[src/design/fb_pkg.sv]
// ----------------------------------------------------------------------------
// fb_pkg: shared types and constants for the IPv4 UDP/TCP frame builder
// Request, result and job payload structs, frame layout constants and
// configuration register indexes.
// ----------------------------------------------------------------------------
package fb_pkg;

    localparam int FRAME_BYTES = 62;
    localparam int IDX_W       = 6;
    localparam int CFG_IDX_W   = 2;
    localparam int CFG_DATA_W  = 16;

    // configuration register indexes
    localparam logic [CFG_IDX_W-1:0] CFG_TTL    = 2'd0;
    localparam logic [CFG_IDX_W-1:0] CFG_WINDOW = 2'd1;

    localparam logic [7:0]  TTL_RESET    = 8'h80;
    localparam logic [15:0] WINDOW_RESET = 16'h0100;

    localparam logic [7:0]  PROTO_UDP     = 8'h11;
    localparam logic [7:0]  PROTO_TCP     = 8'h06;
    localparam logic [7:0]  IP_VER_IHL    = 8'h45;
    localparam logic [7:0]  IP_TOTAL_LEN  = 8'h28;
    localparam logic [7:0]  IP_FLAGS_DF   = 8'h40;
    localparam logic [7:0]  ETHERTYPE_HI  = 8'h08;
    localparam logic [7:0]  TCP_DATA_OFS  = 8'h50;
    localparam logic [7:0]  SEG_LEN       = 8'h14;
    // 0x4500 + 0x0028 + 0x4000: fixed words of the IPv4 header
    localparam logic [15:0] IP_FIXED_SUM  = 16'h8528;
    localparam logic [15:0] TCP_OFS_WORD  = 16'h5000;
    localparam logic [15:0] UDP_LEN_WORD  = 16'h0014;

    typedef struct packed {
        logic        req_type;
        logic [47:0] dst_mac;
        logic [47:0] src_mac;
        logic [31:0] src_ip;
        logic [31:0] dst_ip;
        logic [15:0] src_port;
        logic [15:0] dst_port;
    } req_t;

    typedef struct packed {
        logic [7:0]       frame_byte;
        logic [IDX_W-1:0] byte_index;
        logic             last_byte;
    } res_t;

    // one classified request, ready to be serialized
    typedef struct packed {
        req_t        req;
        logic [7:0]  ttl;
        logic [15:0] window;
        logic [15:0] ip_csum;
        logic [15:0] seg_csum;
    } job_t;

endpackage

[src/design/fb_front.sv]
// ----------------------------------------------------------------------------
// fb_front: request capture and checksum pipeline
// Three stages: capture, partial word sums, full sums; the ones'-complement
// fold feeds the job queue.
// ----------------------------------------------------------------------------
module fb_front (
    input  logic          clk,
    input  logic          rst_n,
    input  logic          in_valid,
    output logic          in_stall,
    input  fb_pkg::req_t  in_data,
    input  logic [7:0]    ttl,
    input  logic [15:0]   window,
    output logic          push_valid,
    input  logic          push_ready,
    output fb_pkg::job_t  push_data
);
    import fb_pkg::*;

    function automatic logic [15:0] fold_csum(input logic [18:0] s);
        logic [16:0] s1;
        logic [16:0] s2;
        begin
            s1 = 17'(s[15:0]) + 17'(s[18:16]);
            s2 = 17'(s1[15:0]) + 17'(s1[16]);
            return ~s2[15:0];
        end
    endfunction

    logic        a_valid_reg;
    req_t        a_req_reg;
    logic [7:0]  a_ttl_reg;
    logic [15:0] a_win_reg;

    logic        b_valid_reg;
    req_t        b_req_reg;
    logic [7:0]  b_ttl_reg;
    logic [15:0] b_win_reg;
    logic [17:0] b_addr_sum_reg;
    logic [16:0] b_port_sum_reg;

    logic        c_valid_reg;
    req_t        c_req_reg;
    logic [7:0]  c_ttl_reg;
    logic [15:0] c_win_reg;
    logic [18:0] c_ip_raw_reg;
    logic [18:0] c_seg_raw_reg;

    logic        a_adv, b_adv, c_adv;
    logic [7:0]  b_proto;
    logic [16:0] b_seg_tail;
    logic [15:0] seg_fold;

    assign c_adv    = !c_valid_reg || push_ready;
    assign b_adv    = !b_valid_reg || c_adv;
    assign a_adv    = !a_valid_reg || b_adv;
    assign in_stall = !a_adv;

    assign b_proto    = b_req_reg.req_type ? PROTO_TCP : PROTO_UDP;
    assign b_seg_tail = b_req_reg.req_type ? 17'(TCP_OFS_WORD) + 17'(b_win_reg)
                                           : 17'(UDP_LEN_WORD);

    always_ff @(posedge clk or negedge rst_n)
    begin
        if (!rst_n)
        begin
            a_valid_reg <= 1'b0;
            b_valid_reg <= 1'b0;
            c_valid_reg <= 1'b0;
        end
        else
        begin
            if (a_adv)
                a_valid_reg <= in_valid;
            if (b_adv)
                b_valid_reg <= a_valid_reg;
            if (c_adv)
                c_valid_reg <= b_valid_reg;
        end
    end

    always_ff @(posedge clk)
    begin
        if (a_adv && in_valid)
        begin
            a_req_reg <= in_data;
            a_ttl_reg <= ttl;
            a_win_reg <= window;
        end
        if (b_adv && a_valid_reg)
        begin
            b_req_reg      <= a_req_reg;
            b_ttl_reg      <= a_ttl_reg;
            b_win_reg      <= a_win_reg;
            b_addr_sum_reg <= 18'(a_req_reg.src_ip[31:16]) + 18'(a_req_reg.src_ip[15:0])
                            + 18'(a_req_reg.dst_ip[31:16]) + 18'(a_req_reg.dst_ip[15:0]);
            b_port_sum_reg <= 17'(a_req_reg.src_port) + 17'(a_req_reg.dst_port);
        end
        if (c_adv && b_valid_reg)
        begin
            c_req_reg     <= b_req_reg;
            c_ttl_reg     <= b_ttl_reg;
            c_win_reg     <= b_win_reg;
            c_ip_raw_reg  <= 19'(b_addr_sum_reg) + 19'({b_ttl_reg, b_proto})
                           + 19'(IP_FIXED_SUM);
            // pseudo-header protocol and length, then the segment words
            c_seg_raw_reg <= 19'(b_addr_sum_reg) + 19'(b_port_sum_reg) + 19'(b_proto)
                           + 19'(SEG_LEN) + 19'(b_seg_tail);
        end
    end

    assign seg_fold = fold_csum(c_seg_raw_reg);

    always_comb
    begin
        push_data.req     = c_req_reg;
        push_data.ttl     = c_ttl_reg;
        push_data.window  = c_win_reg;
        push_data.ip_csum = fold_csum(c_ip_raw_reg);
        // UDP reserves zero for "no checksum"
        if (!c_req_reg.req_type && seg_fold == 16'h0000)
            push_data.seg_csum = 16'hffff;
        else
            push_data.seg_csum = seg_fold;
    end

    assign push_valid = c_valid_reg;

endmodule

[src/design/fb_queue.sv]
// ----------------------------------------------------------------------------
// fb_queue: two-entry job queue
// Shift-style queue between the checksum pipeline and the serializer; the
// head always sits in slot 0.
// ----------------------------------------------------------------------------
module fb_queue (
    input  logic          clk,
    input  logic          rst_n,
    input  logic          push_valid,
    output logic          push_ready,
    input  fb_pkg::job_t  push_data,
    output logic          pop_valid,
    input  logic          pop_ready,
    output fb_pkg::job_t  pop_data
);
    import fb_pkg::*;

    logic [1:0] count_reg;
    logic [1:0] count_next;
    job_t       slot0_reg;
    job_t       slot1_reg;
    logic       push, pop;

    assign push_ready = (count_reg != 2'd2);
    assign pop_valid  = (count_reg != 2'd0);
    assign pop_data   = slot0_reg;
    assign push       = push_valid && push_ready;
    assign pop        = pop_valid && pop_ready;

    always_comb
    begin
        count_next = count_reg;
        if (push && !pop)
            count_next = count_reg + 2'd1;
        else if (pop && !push)
            count_next = count_reg - 2'd1;
    end

    always_ff @(posedge clk or negedge rst_n)
    begin
        if (!rst_n)
            count_reg <= 2'd0;
        else
            count_reg <= count_next;
    end

    always_ff @(posedge clk)
    begin
        if (pop)
        begin
            if (push && count_reg == 2'd1)
                slot0_reg <= push_data;
            else
                slot0_reg <= slot1_reg;
            if (push && count_reg == 2'd2)
                slot1_reg <= push_data;
        end
        else if (push)
        begin
            if (count_reg == 2'd0)
                slot0_reg <= push_data;
            else
                slot1_reg <= push_data;
        end
    end

endmodule

[src/design/fb_back.sv]
// ----------------------------------------------------------------------------
// fb_back: frame serializer
// Takes one job from the queue and emits its frame one byte per transfer
// through a registered output stage.
// ----------------------------------------------------------------------------
module fb_back (
    input  logic          clk,
    input  logic          rst_n,
    input  logic          job_valid,
    output logic          job_ready,
    input  fb_pkg::job_t  job_data,
    output logic          out_valid,
    input  logic          out_stall,
    output fb_pkg::res_t  out_data
);
    import fb_pkg::*;

    localparam logic [IDX_W-1:0] LAST_IDX = IDX_W'(FRAME_BYTES - 1);

    function automatic logic [7:0] frame_byte_at(input job_t j, input logic [IDX_W-1:0] idx);
        logic       tcp;
        logic [7:0] b;
        begin
            tcp = j.req.req_type;
            b   = 8'h00;
            unique case (idx)
                6'd0:  b = j.req.dst_mac[47:40];
                6'd1:  b = j.req.dst_mac[39:32];
                6'd2:  b = j.req.dst_mac[31:24];
                6'd3:  b = j.req.dst_mac[23:16];
                6'd4:  b = j.req.dst_mac[15:8];
                6'd5:  b = j.req.dst_mac[7:0];
                6'd6:  b = j.req.src_mac[47:40];
                6'd7:  b = j.req.src_mac[39:32];
                6'd8:  b = j.req.src_mac[31:24];
                6'd9:  b = j.req.src_mac[23:16];
                6'd10: b = j.req.src_mac[15:8];
                6'd11: b = j.req.src_mac[7:0];
                6'd12: b = ETHERTYPE_HI;
                6'd14: b = IP_VER_IHL;
                6'd17: b = IP_TOTAL_LEN;
                6'd20: b = IP_FLAGS_DF;
                6'd22: b = j.ttl;
                6'd23: b = tcp ? PROTO_TCP : PROTO_UDP;
                6'd24: b = j.ip_csum[15:8];
                6'd25: b = j.ip_csum[7:0];
                6'd26: b = j.req.src_ip[31:24];
                6'd27: b = j.req.src_ip[23:16];
                6'd28: b = j.req.src_ip[15:8];
                6'd29: b = j.req.src_ip[7:0];
                6'd30: b = j.req.dst_ip[31:24];
                6'd31: b = j.req.dst_ip[23:16];
                6'd32: b = j.req.dst_ip[15:8];
                6'd33: b = j.req.dst_ip[7:0];
                6'd34: b = j.req.src_port[15:8];
                6'd35: b = j.req.src_port[7:0];
                6'd36: b = j.req.dst_port[15:8];
                6'd37: b = j.req.dst_port[7:0];
                6'd39: b = tcp ? 8'h00 : SEG_LEN;
                6'd40: b = tcp ? 8'h00 : j.seg_csum[15:8];
                6'd41: b = tcp ? 8'h00 : j.seg_csum[7:0];
                6'd46: b = tcp ? TCP_DATA_OFS : 8'h00;
                6'd48: b = tcp ? j.window[15:8] : 8'h00;
                6'd49: b = tcp ? j.window[7:0] : 8'h00;
                6'd50: b = tcp ? j.seg_csum[15:8] : 8'h00;
                6'd51: b = tcp ? j.seg_csum[7:0] : 8'h00;
                default: b = 8'h00;
            endcase
            return b;
        end
    endfunction

    logic             busy_reg;
    job_t             job_reg;
    logic [IDX_W-1:0] cnt_reg;
    logic             out_valid_reg;
    res_t             out_data_reg;

    logic out_free, emit, finish, take;

    assign out_free  = !out_valid_reg || !out_stall;
    assign emit      = busy_reg && out_free;
    assign finish    = emit && (cnt_reg == LAST_IDX);
    // next job loads in the same cycle the last byte leaves
    assign job_ready = !busy_reg || finish;
    assign take      = job_valid && job_ready;

    always_ff @(posedge clk or negedge rst_n)
    begin
        if (!rst_n)
        begin
            busy_reg      <= 1'b0;
            cnt_reg       <= '0;
            out_valid_reg <= 1'b0;
        end
        else
        begin
            if (out_free)
                out_valid_reg <= emit;
            if (take)
            begin
                busy_reg <= 1'b1;
                cnt_reg  <= '0;
            end
            else if (finish)
                busy_reg <= 1'b0;
            else if (emit)
                cnt_reg <= cnt_reg + 1'b1;
        end
    end

    always_ff @(posedge clk)
    begin
        if (take)
            job_reg <= job_data;
        if (emit)
        begin
            out_data_reg.frame_byte <= frame_byte_at(job_reg, cnt_reg);
            out_data_reg.byte_index <= cnt_reg;
            out_data_reg.last_byte  <= (cnt_reg == LAST_IDX);
        end
    end

    assign out_valid = out_valid_reg;
    assign out_data  = out_data_reg;

endmodule

[src/design/ipv4_udp_tcp_frame_builder.sv]
// ----------------------------------------------------------------------------
// ipv4_udp_tcp_frame_builder: Ethernet/IPv4 frame builder, UDP or TCP
// Builds one fixed-size frame per request with IPv4 header and segment
// checksums; holds the TTL and TCP window registers.
//
//   port group   dir  handshake          payload
//   in_*         in   in_valid/in_stall  fb_pkg::req_t, one request
//   out_*        out  out_valid/out_stall fb_pkg::res_t, one frame byte
//   cfg_*        in   cfg_we             cfg_index, cfg_data
//
// Each request streams out as FRAME_BYTES (62) byte transfers from the
// byte-wide serializer, which takes a new job only as a frame's last byte
// leaves. A request passes capture, both sum stages, the queue and output.
// Up to five requests wait (three in the capture/sum pipeline, two in the
// job queue) behind the frame being serialized while the output is stalled.
// Reset clears all control state and loads TTL 128 and window 256.
// ----------------------------------------------------------------------------
module ipv4_udp_tcp_frame_builder (
    input  logic                              clk,
    input  logic                              rst_n,
    input  logic                              in_valid,
    output logic                              in_stall,
    input  fb_pkg::req_t                      in_data,
    output logic                              out_valid,
    input  logic                              out_stall,
    output fb_pkg::res_t                      out_data,
    input  logic                              cfg_we,
    input  logic [fb_pkg::CFG_IDX_W-1:0]      cfg_index,
    input  logic [fb_pkg::CFG_DATA_W-1:0]     cfg_data
);
    import fb_pkg::*;

    logic [7:0]  ttl_reg;
    logic [15:0] window_reg;

    logic push_valid, push_ready;
    job_t push_data;
    logic job_valid, job_ready;
    job_t job_data;

    always_ff @(posedge clk or negedge rst_n)
    begin
        if (!rst_n)
        begin
            ttl_reg    <= TTL_RESET;
            window_reg <= WINDOW_RESET;
        end
        else if (cfg_we)
        begin
            if (cfg_index == CFG_TTL)
                ttl_reg <= cfg_data[7:0];
            else if (cfg_index == CFG_WINDOW)
                window_reg <= cfg_data[15:0];
        end
    end

    fb_front u_front (
        .clk        (clk),
        .rst_n      (rst_n),
        .in_valid   (in_valid),
        .in_stall   (in_stall),
        .in_data    (in_data),
        .ttl        (ttl_reg),
        .window     (window_reg),
        .push_valid (push_valid),
        .push_ready (push_ready),
        .push_data  (push_data)
    );

    fb_queue u_queue (
        .clk        (clk),
        .rst_n      (rst_n),
        .push_valid (push_valid),
        .push_ready (push_ready),
        .push_data  (push_data),
        .pop_valid  (job_valid),
        .pop_ready  (job_ready),
        .pop_data   (job_data)
    );

    fb_back u_back (
        .clk        (clk),
        .rst_n      (rst_n),
        .job_valid  (job_valid),
        .job_ready  (job_ready),
        .job_data   (job_data),
        .out_valid  (out_valid),
        .out_stall  (out_stall),
        .out_data   (out_data)
    );

endmodule
[config.mk]
export PLATFORM = sky130hd
export DESIGN_NAME = ipv4_udp_tcp_frame_builder
export DESIGN_NICKNAME = d
export VERILOG_FILES = /design/src/design/fb_pkg.sv /design/src/design/fb_front.sv /design/src/design/fb_queue.sv /design/src/design/fb_back.sv /design/src/design/ipv4_udp_tcp_frame_builder.sv
export SDC_FILE = /design/constraint.sdc
export NUM_CORES = 2
export LEC_CHECK = 0
export ABC_AREA = 1
export BUFFER_PORTS_ARGS = -buffer_cell sky130_fd_sc_hd__buf_2
export CAP_MARGIN = 20
export CORE_ASPECT_RATIO = 0.5
export CORE_MARGIN = 5
export CORE_UTILIZATION = 50
export CTS_CLUSTER_DIAMETER = 50
export CTS_CLUSTER_SIZE = 25
export DETAILED_ROUTE_END_ITERATION = 8
export PLACE_DENSITY = 0.73
export SYNTH_ARGS = -nofsm -noshare
export SYNTH_HDL_FRONTEND = slang
export SYNTH_SLANG_ARGS = --single-unit
[constraint.sdc]
create_clock -name clk -period 48.3 [get_ports clk]
set_input_delay 7.245 -clock clk [delete_from_list [all_inputs] [get_ports clk]]
set_output_delay 7.245 -clock clk [all_outputs]
set_load 0.1 [all_outputs]
======== Word level (Yosys, flattened, before mapping) ========
Cells that the tools add are included.
operators by class
  multiply operators ...................... 0
  add/subtract/negate cells ............... 18
  equal/unequal tests ..................... 47
  div/mod/pow operators ................... 0
  reduce and logical (&&, ||, !) cells .... 42
  order comparisons ....................... 0
  multiplexer cells ....................... 28
  bitwise logic cells ..................... 3
  shift operators ......................... 0
operator list
  kind                    number
  $mux 249                8
  $pmux 8 s40             1
  $eq 6x6->1 const B      15
  $eq 6x5->1 const B      12
  $mux 8                  6
  $add 18x16->18          2
  $eq 6x4->1 const B      6
  $add 16x16->17          2
  $add 16x3->17           2
  $add 16x1->16           2
  $not 16->16             2
  $eq 6x3->1 const B      4
  $add 18x16->19          1
  $add 18x17->19          1
  $add 19x16->19 const B  1
  $add 19x17->19          1
  $add 19x5->19 const B   1
  $add 19x8->19           1
  $mux 6                  3
  $add 15x16->17 const A  1
  $mux 17                 1
  $logic_not 16->1        1
  $mux 16                 1
  $mux 5                  3
  21 further kinds        60
word-level totals
  memories ................................ 0
  bits of input ports ..................... 216
  register bits after elaboration ......... 1523
  ROM bits ................................ 0
  bits in latches ......................... 0
  RAM bits ................................ 0

======== Depth between registers and ports, before layout ========
  word-level depth ........................ 9
  mapped depth ............................ 27
  gate-level depth less buffers ........... 26

======== Cells and area by module ========
A second synthesis with hierarchy kept.
second synthesis, totals
  cells, all modules ...................... 4110
  area total of the unflattened synthesis .. 59196.8 um2
modules (own cells, without submodules)
  module                      area an instance (um2)  seq. area each (um2)  cells each  instances
  fb_front                    28369.7                 21815.9               1706        1
  fb_queue                    18748.0                 15004.4               1356        1
  fb_back                     11063.1                 8127.8                941         1
  ipv4_udp_tcp_frame_builder  1016.0                  603.1                 107         1

======== Least setup slack after synthesis ========
No wires, ideal clock.
  kind .................................... input to register
  start point ............................. in out_stall
  end point ............................... reg u_queue.slot1_reg[0] (netlist bit) (enable)
  arrival time ............................ 24.284 ns
  stages on the path ...................... 4
  path buffers ............................ 0
  setup slack ............................. 22.851 ns
  cells stage by stage .................... nand2_1 > inv_1 > o21ai_1 > nor3_1
between the ends
  cells in the longest elaborated chain, start to end .. 8
  elaborated cells on any way between the ends .. 10
  those cells by class .................... eq/ne (2); reduce/logical (8)
ends and longest elaborated chain
  element                                                    RTL line                          text
  start: declaration                                         ipv4_udp_tcp_frame_builder.sv:25  input logic out_stall,
  $logic_not 1->1 *                                          fb_back.sv:81                     assign out_free = !out_valid_reg || !out_stall;
  $logic_or 1x1->1 *                                         fb_back.sv:81
  $logic_and 1x1->1 *                                        fb_back.sv:82                     assign emit = busy_reg && out_free;
  $logic_and 1x1->1 *                                        fb_back.sv:83                     assign finish = emit && (cnt_reg == LAST_IDX);
  $logic_or 1x1->1 *                                         fb_back.sv:85                     assign job_ready = !busy_reg || finish;
  $logic_and 1x1->1 *                                        fb_queue.sv:28                    assign pop = pop_valid && pop_ready;
  $ne 2x2->1 (no source line), or another cell as far along  -
  $reduce_and 3->1 (no source line) *                        -
  end signal: assignment                                     fb_queue.sv:56                    slot1_reg <= push_data;
  end signal: assignment                                     fb_queue.sv:63                    slot1_reg <= push_data;
  end: declaration                                           fb_queue.sv:21                    job_t slot1_reg;
Mark *: on every way between the ends. The rest lies on a longest branch, timed or not.
A chain may end at the register's enable or synchronous reset.

======== Worst setup path in the final report ========
  start point ............................. in out_stall
  end point ............................... reg u_queue.slot0_reg (netlist bit u_queue.pop_data[17]) (data pin)
between the ends
  cells in the longest elaborated chain, start to end .. 7
ends and longest elaborated chain
  element                 RTL line        text
  $logic_not 1->1         fb_back.sv:81
  $logic_or 1x1->1        fb_back.sv:81
  $logic_and 1x1->1       fb_back.sv:82
  $logic_and 1x1->1       fb_back.sv:83
  $logic_or 1x1->1        fb_back.sv:85
  $logic_and 1x1->1       -
  via u_back.take         fb_back.sv:79   logic out_free, emit, finish, take;
  $mux 249                fb_queue.sv:49  if (pop)
  end signal: assignment  fb_queue.sv:52  slot0_reg <= push_data;
  end signal: assignment  fb_queue.sv:54  slot0_reg <= slot1_reg;
  end signal: assignment  fb_queue.sv:61  slot0_reg <= push_data;
  end: declaration        fb_queue.sv:20  job_t slot0_reg;
The timed path passes the listed nets, and every way through them passes these cells.

==> metrics <==
number of buffers inserted during clock tree synthesis=86; headroom to the max-slew limit=0.1000; number of antenna violations at the first check in global routing=7; crit path max fanout=178; cell type of the slowest stage on the worst timing path=sky130_fd_sc_hd__buf_4; worst reg2reg path depth=14; Worst Path Class, Setup=in -> reg; count of standard-cell rows=88; synthesized area per cell=14.77 sq um; later-pin clock latency in the skew report=0.73 ns; Detailed Place HPWL=91.30 mm; fraction of final layout cells sized beyond drive strength 1=0.1127; GRT Resource Usage Total=0.2063; Final GP Congestion=0.9062; measured slew at the worst slew-check pin=1.350 ns; result of the run=finished, final reports clean; via count=31.41k; starting density of the core=0.5048; Port Buf Inserts=232; kind of launch point of the worst setup path=input port; Fin Clk Skew=0.03196 ns; final hold violations=0; number of clock sinks seen by CTS=1,523; Hold Path Origin=u_front.b_req_reg[9]; number of instances in the synthesized netlist=3,950; detail-routed net length per standard cell=22.15 um; post-layout minimum cycle time=11.63 ns; crit-path cells=buf_2 > nand2_1 > inv_1 > o21ai_1 > inv_1 > nor2_4 > buf_12 > nand2_4 > inv_6 > buf_4 > buf_4 > o21ai_0; setup slack, reg-to-reg=42.21 ns; placeable core region=0.1156 sq mm; power per cell area=59.91 mW/mm^2; GRT Residual Overflow=0; antenna violation net count after detailed routing=0; Via-to-Cell Ratio=5.387; clock tree from TritonCTS=yes; post-synthesis net count=4,347; Fmax achieved=85.96 MHz; TNS Setup=0 ns; Reg2Reg Launch Point=u_back.cnt_reg[1]; NumNets Final=4,634; Pleak=24.60 nW; cell at the root of the clock tree=sky130_fd_sc_hd__clkbuf_16; endpoint of the most critical register-to-register path=u_queue.pop_data[17]; FF+latch count, synth=1,523; critical path required time=48.72 ns; post-synthesis cell type count=51; number of enable flip-flop cells after synthesis=1,486; Slowest Stage Delay on Critical Path=0.91 ns; initial detailed-routing violation count=3,699; post-synth design cell area=0.05836 sq mm; cell count of the worst hold path=0; Ys Warns=0; Max Transition Viols Final=0; P&R area growth vs syn=10.32%; terminating pin of the worst hold path=u_front.push_data[65]; ys async rst share=0.02429; Resized Gates After CTS=0; post-route fraction of the period consumed by the critical path=0.2409; TritonRoute pass-1 iters=8; worst min-delay path class=reg -> reg; setup ws final=36.67 ns; number of buffer and inverter stages on the critical path=7; sequential fraction of the synthesis area=0.7805; number of post-CTS setup repair buffers=0; die height=251.6 um; wirelength, routed=129.1 mm; H-tree levels=3; global-route wire length before repair=190.1 mm; category of cells accounting for the largest share of critical-path delay=buffers and inverters; worst hold slack after final layout=0.4030 ns; Maximum Capacitance Violations=0; pin count of the biggest net entering global routing=179; fraction of the core area covered by cells at the end of the flow=0.5569; DP Area=0.06145 sq mm; clock-pin slew on the worst setup and hold paths=0.10 ns; number of hold-repair buffers added at the cts stage=0; width of the die=493.2 um; type of element capturing the critical path=flop; RSZ-0062 raised after global routing=no; maximum number of buffers from clock root to sink=3; data arrival time at the worst-slack endpoint=12.06 ns; flip-flop cell with the highest count after synthesis=sky130_fd_sc_hd__edfxtp_1; DRC errors left=0; area of the die=0.1241 sq mm; count of boundary I/O pins=233; highest ir drop seen on vdd=0.00006808 V; worst slack at placement=35.97 ns; setup violation total in the final timing report=0; final cell area excluding filler cells=0.06438 sq mm; via count of the first global-routing pass=30.44k
[how the worst max path moves through the flow]
stage / from / end / slack (ns) / cells after the start
final: out_stall / u_queue.pop_data[17] / 36.67 / 12
after global placement: out_stall / u_queue.pop_data[17] / 36.18 / 12
after global routing: out_stall / u_queue.pop_data[17] / 36.27 / 12
after detailed placement: out_stall / u_queue.pop_data[17] / 35.97 / 12
after floorplan: out_stall / u_queue.slot1_reg[0] / 22.85 / 4
after CTS: out_stall / u_queue.pop_data[17] / 36.73 / 12
[synthesized netlist by cell type, types with 21 or more instances]
| master | instances | area share |
|---|---|---|
| sky130_fd_sc_hd__nor2_1 | 107 | 0.0069 |
| sky130_fd_sc_hd__ha_1 | 139 | 0.030 |
| sky130_fd_sc_hd__xnor2_1 | 21 | 0.0032 |
| sky130_fd_sc_hd__nand3_1 | 97 | 0.0083 |
| sky130_fd_sc_hd__nand2_1 | 1159 | 0.075 |
| sky130_fd_sc_hd__o21ai_0 | 69 | 0.0059 |
| sky130_fd_sc_hd__dfrtp_1 | 35 | 0.015 |
| sky130_fd_sc_hd__buf_2 | 25 | 0.0021 |
| sky130_fd_sc_hd__nor3_1 | 31 | 0.0027 |
| sky130_fd_sc_hd__clkbuf_1 | 35 | 0.0023 |
| sky130_fd_sc_hd__inv_1 | 307 | 0.020 |
| sky130_fd_sc_hd__edfxtp_1 | 1486 | 0.76 |
| sky130_fd_sc_hd__nand4_1 | 43 | 0.0046 |
| sky130_fd_sc_hd__fa_1 | 42 | 0.014 |
| sky130_fd_sc_hd__xor2_1 | 71 | 0.011 |
| sky130_fd_sc_hd__a21oi_1 | 85 | 0.0073 |
[logic make-up (layout without fill, tap and decap cells)]
family	Yosys count	after routing	synth area share
flip-flops	1523	1523	0.7805
AO/OA/AOI/OAI	255	255	0.02663
multiplexers	8	8	0.001544
XOR/XNOR	92	92	0.01381
other	1	5	0.00006426
buffers and inverters	378	724	0.02543
adder cells (fa/ha/maj)	181	181	0.04421
AND/OR/NAND/NOR	1512	1512	0.1078
[placed cells by master (no fill, tap or decap), types with 17 or more instances in the layout]
cell	n
sky130_fd_sc_hd__nand2_2	19
sky130_fd_sc_hd__nand2_1	1157
sky130_fd_sc_hd__o21ai_0	69
sky130_fd_sc_hd__clkbuf_16	86
sky130_fd_sc_hd__xor2_1	71
sky130_fd_sc_hd__buf_2	232
sky130_fd_sc_hd__inv_1	306
sky130_fd_sc_hd__nand3_1	97
sky130_fd_sc_hd__fa_1	42
sky130_fd_sc_hd__nand4_1	43
sky130_fd_sc_hd__buf_4	29
sky130_fd_sc_hd__edfxtp_1	1486
sky130_fd_sc_hd__nor3_1	30
sky130_fd_sc_hd__nand2_4	17
sky130_fd_sc_hd__a21oi_1	84
sky130_fd_sc_hd__nor2_1	106
sky130_fd_sc_hd__xnor2_1	21
sky130_fd_sc_hd__ha_1	139
sky130_fd_sc_hd__dfrtp_1	35
[report_power, final]
| part | internal [mW] | switching (mW) |
|---|---|---|
| Combinational | 0.279 | 0.666 |
| Clock | 0.376 | 0.445 |
| Sequential | 1.93 | 0.166 |
[final cells by class]
class	instances	area, sq um
diodes	4	10.01
repair buffers	263	1419
inverters	314	1191
flip-flops and latches	1523	45550
fillers	8920	51230
clock buffers	92	2185
clock inverters	55	743.2
well taps	1530	1914
multi-input cells	2049	11370
[layer usage]
metal | global-route usage | wire, um | vias to the layer above
li1 | - | - | 14434
met1 | 0.3073 | 55550 | 15432
met2 | 0.3011 | 56710 | 1319
met3 | 0.05498 | 13090 | 218
met4 | 0.06149 | 3788 | 2
met5 | 0 | 8 | -
[per-stage QoR]
stage,cells,total power [mW]
3_5_place_dp,5679,3.064
5_1_grt,5826,4.067
4_1_cts,5826,3.880
2_1_floorplan,3950,2.815
3_3_place_gp,5679,3.041
6_report,5830,3.857
[worst reg2reg max path, stage by stage (launching register included)]
cell and delay [ns]:
sky130_fd_sc_hd__dfrtp_1 0.44, sky130_fd_sc_hd__inv_1 0.13, sky130_fd_sc_hd__ha_1 0.24, sky130_fd_sc_hd__inv_1 0.06, sky130_fd_sc_hd__nor2_1 0.18, sky130_fd_sc_hd__nand2_1 0.17, sky130_fd_sc_hd__o21ai_1 0.30, sky130_fd_sc_hd__inv_1 0.12
sky130_fd_sc_hd__nor2_4 0.11, sky130_fd_sc_hd__buf_12 0.60, sky130_fd_sc_hd__nand2_4 0.72, sky130_fd_sc_hd__inv_6 0.53, sky130_fd_sc_hd__buf_4 0.85, sky130_fd_sc_hd__buf_4 1.04, sky130_fd_sc_hd__o21ai_0 0.31
Note: power is estimated with default switching activity, not from simulation.
